==> config.mk <==
export PLATFORM = sky130hd
export DESIGN_NAME = nafc_ctrl
export DESIGN_NICKNAME = d
export VERILOG_FILES = /design/src/hw/rtl/nafc_pkg.sv /design/src/hw/rtl/nafc_ctrl.sv
export SDC_FILE = /design/constraint.sdc
export NUM_CORES = 1
export LEC_CHECK = 0
export ABC_AREA = 0
export BUFFER_PORTS_ARGS = -buffer_cell sky130_fd_sc_hd__buf_2
export CAP_MARGIN = 20
export CELL_PAD_IN_SITES_DETAIL_PLACEMENT = 2
export CELL_PAD_IN_SITES_GLOBAL_PLACEMENT = 2
export CORE_UTILIZATION = 24
export CTS_CLUSTER_SIZE = 40
export DETAILED_ROUTE_END_ITERATION = 7
export PLACE_DENSITY_LB_ADDON = 0.05
export SLEW_MARGIN = 20
export SYNTH_ARGS = -nofsm -noshare
export SYNTH_HDL_FRONTEND = slang
export SYNTH_SLANG_ARGS = --single-unit
export TNS_END_PERCENT = 1
==> constraint.sdc <==
create_clock -name i_clk -period 1.2 [get_ports i_clk]
set_input_delay 0.3 -clock i_clk [delete_from_list [all_inputs] [get_ports i_clk]]
set_output_delay 0.3 -clock i_clk [all_outputs]
set_load 0.02 [all_outputs]
==> src/hw/rtl/nafc_pkg.sv <==
// Package for the no-data aware FIR convolution block.
// Holds configuration indexes, the controller state type, the command struct and fixed widths.
`default_nettype none
package nafc_pkg;
    localparam int unsigned SMP_W  = 17;
    localparam int unsigned COEF_W = 16;
    localparam int unsigned CFG_W  = 34;
    localparam int unsigned IDX_W  = 3;

    localparam logic [IDX_W-1:0] REG_TAP_COUNT  = 3'd0;
    localparam logic [IDX_W-1:0] REG_CENTER     = 3'd1;
    localparam logic [IDX_W-1:0] REG_MODE       = 3'd2;
    localparam logic [IDX_W-1:0] REG_LINE_WIDTH = 3'd3;
    localparam logic [IDX_W-1:0] REG_NULLS      = 3'd4;
    localparam logic [IDX_W-1:0] REG_CLAMP      = 3'd5;
    localparam logic [IDX_W-1:0] REG_COEF_SEL   = 3'd6;
    localparam logic [IDX_W-1:0] REG_COEF_VAL   = 3'd7;

    typedef enum logic [2:0] {
        S_IDLE,
        S_WRITE,
        S_READ,
        S_FINISH,
        S_OUT
    } t_state;

    // Commands from the controller to the datapath.
    typedef struct packed {
        logic accept;   // capture the incoming request and write it
        logic rd_issue; // issue the read for the current tap
        logic mac;      // accumulate the tap whose read data is now valid
        logic finish;   // form the result from the accumulator
    } t_cmd;
endpackage
`default_nettype wire

==> src/hw/rtl/nafc_ctrl.sv <==
// Controller state machine: sequences write, tap reads and the result.
// Depends on nafc_pkg.
`default_nettype none
module nafc_ctrl
    import nafc_pkg::*;
#(
    parameter int unsigned MAX_TAPS = 16
) (
    input  wire                          i_clk,
    input  wire                          i_rst_n,
    input  wire                          i_in_valid,
    output logic                         o_in_ready,
    output logic                         o_out_valid,
    input  wire                          i_out_ready,
    input  wire [$clog2(MAX_TAPS+1)-1:0] i_taps,
    output logic [$clog2(MAX_TAPS+1)-1:0] o_tap,
    output t_cmd                         o_cmd
);
    localparam int unsigned TW = $clog2(MAX_TAPS + 1);

    t_state r_state, n_state;
    logic [TW-1:0] r_tap, n_tap;
    logic r_mac, n_mac;

    always_ff @(posedge i_clk) begin
        if (!i_rst_n) begin
            r_state <= S_IDLE;
            r_tap   <= '0;
            r_mac   <= 1'b0;
        end else begin
            r_state <= n_state;
            r_tap   <= n_tap;
            r_mac   <= n_mac;
        end
    end

    always_comb begin
        n_state = r_state;
        n_tap   = r_tap;
        case (r_state)
            S_IDLE: begin
                if (i_in_valid) begin
                    n_state = S_WRITE;
                end
            end
            S_WRITE: begin
                n_state = S_READ;
                n_tap   = '0;
            end
            S_READ: begin
                n_tap = r_tap + 1'b1;
                if (r_tap == i_taps - 1'b1) begin
                    n_state = S_FINISH;
                end
            end
            S_FINISH: begin
                if (!r_mac) begin
                    n_state = S_OUT;
                end
            end
            S_OUT: begin
                if (i_out_ready) begin
                    n_state = S_IDLE;
                end
            end
            default: n_state = S_IDLE;
        endcase
    end

    always_comb begin
        o_in_ready      = (r_state == S_IDLE);
        o_out_valid     = (r_state == S_OUT);
        o_tap           = r_tap;
        o_cmd.accept    = (r_state == S_IDLE) && i_in_valid;
        o_cmd.rd_issue  = (r_state == S_READ);
        o_cmd.mac       = r_mac;
        o_cmd.finish    = (r_state == S_FINISH) && !r_mac;
        n_mac           = (r_state == S_READ);
    end
endmodule
`default_nettype wire

==> reports/metrics.yaml, run 1 <==
insertion_delay_ns: 0.27
numClockSinks: 9
fin_crit_sh: 1.23
drive_gt1_frac: 0.550
finalNonFillerCells: 150
final_cell_area_mm2: 0.00108
cts_tree: "built"
die-area_mm2: 0.00293
yosys_warnings: 0
setup_ws_ns: -0.280
avgRoutedWirePerCell_um: 15.2
row_count: 18
required_ns: 0.90
setup_viol: 5
nets: 132
drt_iter0_drc: 5
start_util: 0.258
worstPathMaxFanout: 7
cts.clk_slew.worst_paths_ns: 0.07
worst_slew_pin_slew_ns: 0.268
clock_skew_ns: 0.00394
grt_max_degree: 12
ir_drop_mv: 0.720
area.growth.synth_to_final_pct: 66.4
arrival_ns: 1.18
final_util: 0.430
port-buffer-count: 19
status: "finished, violations left"
die_h_um: 54.1
min_path_type: "primary input to flip-flop"
grt_setup_unrepaired: "yes"
layout_common_cells: "buf_4 (21), buf_6 (12), buf_2 (9)"
cp-start-kind: "flip-flop"
first_global_vias: 768
critPathKind: "flip-flop to primary output"
pwr_density_cell_mw_per_mm2: 908
multiInputGateArea_um2: 463
final_common_cell: "buf_4"
gp_congestion: 0.716
postPlaceCellArea_um2: 923
clock_path_buffers: 2
ant_nets: 0
vias_per_cell: 4.99
yosys_register_bits: 9
vias: 749
htree_levels: 1
place_inst: 143
cts-root-buf: "clkbuf_4"
period_needed_ns: 1.48
diodes: 0
syn_area_um2: 652
slew_violations: 0
regArea_um2: 193
max-cap-violations: 0
post-dp-hpwl_um: 1700
worstSetupEndpointType: "primary output"
violations: "negative setup slack"
grtUsageTotal: 0.178
io_pins: 20
coreArea_mm2: 0.00252
fillerInstances: 306
grt_overflow: 0
seq_area_frac_synth: 0.276
wl_um: 2280
synth.distinct_cells: 29
grt_pass1_wl_um: 3600
synth_area_per_cell_um2: 8.05
leakage_uw: 0.000465
syn_nets: 92
antenna_found_initial: 0
drc_errors: 0
firstDrtPassIters: 4
slew-limit-headroom: 0.820
cts_buffers: 3
hold_viol_final: 0
fmaxAchievable_mhz: 676
die_width_um: 54.1
netlist_instances: 81
==> metrics by stage <==
step / power [uW] / worst slack (ns) / TNS [ns] / hold slack (ns)
after floorplan: 543 / -0.0900 / -0.125 / 0.418
after global placement: 670 / -0.209 / -0.405 / 0.616
after detailed placement: 682 / -0.227 / -0.637 / 0.619
after CTS: 977 / -0.260 / -1.11 / 0.334
after global routing: 1050 / -0.327 / -1.66 / 0.337
final: 985 / -0.280 / -1.07 / 0.336
==> state kept, by name, indices dropped and copies added (netlist names) <==
name,count
r_state,3
r_mac,1
o_tap,5
==> cell type report <==
type                            instances  area share
Inverter                                6      0.0254
Clock buffer                            4      0.0242
Sequential cell                         9       0.178
Tap cell                               30      0.0346
Multi-Input combinational cell         59       0.427
Timing Repair Buffer                   42       0.311
==> critical path, stage by stage (launching register included) <==
cell and delay, ns:
dfxtp_4 0.38, buf_4 0.16, nor3_4 0.22, buf_6 0.15
==> per-layer routing <==
layer  vias up  global-route usage  share of wire
met5         -                   0              0
met4         0              0.0256         0.0053
met3         2              0.0593          0.046
met2        18               0.300           0.50
met1       367               0.221           0.44
li1        362                   -              -
==> where the power goes <==
part	total (uW)	internal (uW)	switching, uW
clock network	245	129	117
registers	342	319	23.4
logic	398	203	195
==> cells by family (layout without fill, tap and decap cells) <==
logic type,count (synthesis),in the layout,share of synthesized area
AOI/OAI and AO/OA,20,20,0.194
xor gates and xnor gates,8,8,0.107
adders and majority gates,2,2,0.0384
buffers and inverters,13,52,0.0979
DFF,9,9,0.276
and+or+nand+nor,29,29,0.286
==> cell usage after synthesis <==
| cell | n | area (um2) |
|---|---|---|
| a31oi_1 | 1 | 6.26 |
| nor4b_2 | 2 | 30.0 |
| a41oi_1 | 2 | 17.5 |
| dfxtp_1 | 9 | 180 |
| nand4_1 | 1 | 6.26 |
| nor3_2 | 1 | 10.0 |
| o21a_1 | 1 | 7.51 |
| nor2b_1 | 1 | 6.26 |
| clkbuf_1 | 1 | 3.75 |
| ha_1 | 2 | 25.0 |
| buf_2 | 3 | 15.0 |
| buf_4 | 3 | 22.5 |
| nand2_1 | 1 | 3.75 |
| o21ai_0 | 6 | 30.0 |
| inv_2 | 1 | 3.75 |
| nand3_1 | 2 | 10.0 |
| nor4_1 | 3 | 18.8 |
| nor3b_1 | 3 | 22.5 |
| a21oi_1 | 5 | 25.0 |
| nor3_1 | 4 | 20.0 |
| a21boi_1 | 1 | 7.51 |
| and2_1 | 7 | 43.8 |
| xor2_1 | 3 | 26.3 |
| nor2_1 | 4 | 15.0 |
| inv_1 | 5 | 18.8 |
| a211oi_2 | 1 | 12.5 |
| o22ai_1 | 2 | 12.5 |
| a21boi_0 | 1 | 7.51 |
| xnor2_1 | 5 | 43.8 |
==> final timing paths <==
| path | from | endpoint | slack [ns] | cells past startpoint |
|---|---|---|---|---|
| setup / recovery | r_state[0]$_SDFFE_PN0P_ | o_cmd[2] | -0.28 | 3 |
| hold / removal | i_out_ready | r_state[2]$_SDFFE_PN0P_ | 0.34 | 3 |
| setup reg to reg | r_state[2]$_SDFFE_PN0P_ | o_tap[2]$_SDFFE_PN0P_ | 0.02 | 6 |
| hold reg to reg | o_tap[4]$_SDFFE_PN0P_ | o_tap[4]$_SDFFE_PN0P_ | 0.63 | 3 |
==> repair_timing <==
item,CTS,global route
endpoints found under the setup margin,14,16
pin swaps,4,1
resized for setup,26,16
gates cloned,0,0
setup buffers,3,0
hold buffers,0,0
Note: power is estimated with default switching activity, not from simulation.
==> inputs of run 2 (changes only) <==
--- a/config.mk
+++ b/config.mk
@@ -5,12 +5,12 @@
 export SDC_FILE = /design/constraint.sdc
 export NUM_CORES = 1
 export LEC_CHECK = 0
-export ABC_AREA = 0
+export ABC_AREA = 1
 export BUFFER_PORTS_ARGS = -buffer_cell sky130_fd_sc_hd__buf_2
 export CAP_MARGIN = 20
 export CELL_PAD_IN_SITES_DETAIL_PLACEMENT = 2
 export CELL_PAD_IN_SITES_GLOBAL_PLACEMENT = 2
-export CORE_UTILIZATION = 24
+export CORE_UTILIZATION = 22
 export CTS_CLUSTER_SIZE = 40
 export DETAILED_ROUTE_END_ITERATION = 7
 export PLACE_DENSITY_LB_ADDON = 0.05
==> run 2 against run 1 <==
Effect of this change: the run still ends with negative setup slack left; sequential power up 32%; final area down 9.1%; fmax up 0.82%; clock-buffer cell count unchanged; sequential share of layout area up 2.0 points; synthesized area down 0.96%; non-clock buffer count down 9; final cell count up 13%.
==> reports/metrics.yaml, run 2 <==
grt_max_degree: 7  # -5
clock_skew_ns: 0.00230  # -0.00164 ns
period_needed_ns: 1.47  # -0.0121 ns
vias_per_cell: 4.66  # -6.7%
syn_area_um2: 646  # -0.96%
rr_worst_depth: 7  # +1
cts_setup_buffers: 0  # -3
largest_register_ffs: 5  # unchanged
min_to: "r_state[2]$_SDFFE_PN0P_"
leakage_uw: 0.000508  # +9.2%
r2r_end: "r_state[1]$_SDFFE_PN0P_"
die_width_um: 56.2  # +3.8%
worst_slew_pin_slew_ns: 0.221  # -0.0466 ns
min_path_type: "primary input to flip-flop"
hp-start: "i_out_ready"
fmaxAchievable_mhz: 681  # +0.82%
status: "finished, violations left"
p_int_uw: 963  # +48%
diodes: 0  # unchanged
violations: "negative setup slack"
synth.top_cell.area_share: 0.279  # +0.00268
slew-limit-headroom: 0.851  # +0.0309
htree_levels: 1  # unchanged
postCtsHoldBufs: 0  # unchanged
clock_path_buffers: 2  # unchanged
arrival_ns: 1.17  # about the same
fin_hold_ws_ns: 0.304  # -0.0319 ns
cts_buffers: 3  # unchanged
syn_nets: 115  # +25%
rr_startpoint: "r_state[1]$_SDFFE_PN0P_"
finalNonFillerCells: 170  # +13%
seq_area_frac_synth: 0.279  # +0.00268
ys.flop_type: "dfxtp_1"
cts-root-buf: "clkbuf_4"
setup_tns_ns: -1.09  # -0.0169 ns
synth.distinct_cells: 23  # -21%
numClockSinks: 9  # unchanged
firstDrtPassIters: 6  # +2
drt_iter0_drc: 11  # +6
synth_area_leaders: "dfxtp_1 (28%), nand2_1 (15%), inv_1 (9.9%), nor2_1 (6.4%), nor2_2 (4.8%)"
nets: 151  # +14%
place_inst: 166  # +16%
start_util: 0.234  # -0.0243
worstSetupEndpointType: "primary output"
gp_congestion: 0.718  # +0.21%
area.growth.synth_to_final_pct: 52.7
cts.clk_slew.worst_paths_ns: 0.06  # about the same
synth_area_per_cell_um2: 6.21  # -23%
critPathKind: "flip-flop to primary output"
worstPathMaxFanout: 3  # -4
hold_depth: 4  # +1
drc_errors: 0  # unchanged
vias: 792  # +5.7%
final_common_cell: "nand2_1"
layout_common_cells: "nand2_1 (24), buf_4 (16), inv_1 (15)"
grt_pass1_wl_um: 3870  # +7.5%
required_ns: 0.90  # about the same
yosys_register_bits: 9  # unchanged
first_global_vias: 823  # +7.2%
cp-start-kind: "flip-flop"
ant_nets: 0  # unchanged
fin_crit_sh: 1.22  # -0.0101
ir_drop_mv: 0.971  # +35%
pwr_density_cell_mw_per_mm2: 1760  # +94%
wl_um: 2200  # -3.6%
grtUsageTotal: 0.157  # -0.0208
port-buffer-count: 19  # unchanged
sequentialPowerShare: 0.260  # -0.087
io_pins: 20  # unchanged
rrSetupSlack_ns: 0.01  # about the same
post-dp-hpwl_um: 1850  # +9.2%
setup_ws_ns: -0.268  # +0.0121 ns
insertion_delay_ns: 0.27  # about the same
p_clk_frac: 0.141  # -0.108
cts_tree: "built"
slew_violations: 0  # unchanged
row_count: 19  # +1
max-cap-violations: 0  # unchanged
p_comb_frac: 0.599  # +0.195
yosys_warnings: 0  # unchanged
drive_gt1_frac: 0.475  # -0.0752
swShare: 0.444  # +0.104
setup_viol: 5  # unchanged
die_h_um: 56.2  # +3.8%
antenna_found_initial: 0  # unchanged
hold_viol_final: 0  # unchanged
power.switching_uw: 769  # +130%
yosys-top-cells-count: "nand2_1 (26), inv_1 (17), nor2_1 (11)"
synthArstFlopShare: 0  # unchanged
die-area_mm2: 0.00316  # +7.7%
grt_overflow: 0  # unchanged
synth.most_common_cell: "nand2_1"
avgRoutedWirePerCell_um: 12.9  # -15%
yosys.area.top_type: "dfxtp_1"
coreArea_mm2: 0.00276  # +9.3%
netlist_instances: 104  # +28%
synth_edf_count: 0  # unchanged
grt_setup_unrepaired: "yes"
## run 2: logic make-up (layout without fill, tap and decap cells)
logic type,after synthesis,in the layout,synth area share
fa+ha+maj,2,2,0.0388
buf+inv,24,59,0.151
flops,9,9,0.279
simple gates,55,55,0.388
compound gates,14,14,0.143
## run 2: what timing repair did
| item | 4_1_cts | 5_1_grt |
|---|---|---|
| gates resized for setup | 17 | 10 |
| endpoints found under the setup margin | 13 | 14 |
| pin swaps | 2 | 0 |
## run 2: per-stage QoR
step	worst slack [ns]	power (uW)	util	cell area (um2)
2_1_floorplan	-0.0294	948	-	664
3_3_place_gp	-0.168	1310	0.322	888
6_report	-0.268	1730	0.358	986
4_1_cts	-0.300	1690	0.347	957
3_5_place_dp	-0.240	1340	0.322	888
5_1_grt	-0.373	1880	0.358	986
## run 2: layout make-up
type                            instances  area, um2
Inverter                               22       82.6
Timing Repair Buffer                   33        230
Fill cell                             339       1770
Multi-Input combinational cell         71        413
Sequential cell                         9        195
Clock buffer                            4       26.3
Tap cell                               31       38.8
## run 2: critical path: stages (launching register included)
cell,delay (ns)
dfxtp_4,0.37
inv_2,0.05
nor3_4,0.17
inv_1,0.07
nor2_2,0.11
buf_6,0.13
## run 2: worst max-delay path by stage
stage,slack (ns),to,startpoint,cells after the start
2_1_floorplan,-0.03,o_tap[4]$_SDFFE_PN0P_,o_tap[0]$_SDFFE_PN0P_,5
3_3_place_gp,-0.17,r_state[0]$_SDFFE_PN0P_,i_taps[1],12
3_5_place_dp,-0.24,r_state[0]$_SDFFE_PN0P_,i_taps[1],12
4_1_cts,-0.30,o_cmd[0],r_state[0]$_SDFFE_PN0P_,5
5_1_grt,-0.37,o_cmd[0],r_state[0]$_SDFFE_PN0P_,5
6_report,-0.27,o_cmd[0],r_state[0]$_SDFFE_PN0P_,5
## run 2: metal layers
| metal | vias to the layer above | wire length (um) | part of all wire | global-route usage |
|---|---|---|---|---|
| li1 | 398 | - | - | - |
| met4 | 0 | 11 | 0.0050 | 0.0209 |
| met2 | 18 | 1050 | 0.48 | 0.253 |
| met1 | 374 | 1030 | 0.47 | 0.210 |
| met3 | 2 | 109 | 0.050 | 0.0488 |
| met5 | - | 0 | 0 | 0 |
## run 2: power groups by stage
stage	Combinational, uW	Sequential [uW]	Clock [uW]
3_3_place_gp	886	428	0
6_report	1040	450	244
2_1_floorplan	477	471	0
5_1_grt	1150	461	271
4_1_cts	982	450	260
3_5_place_dp	911	434	0
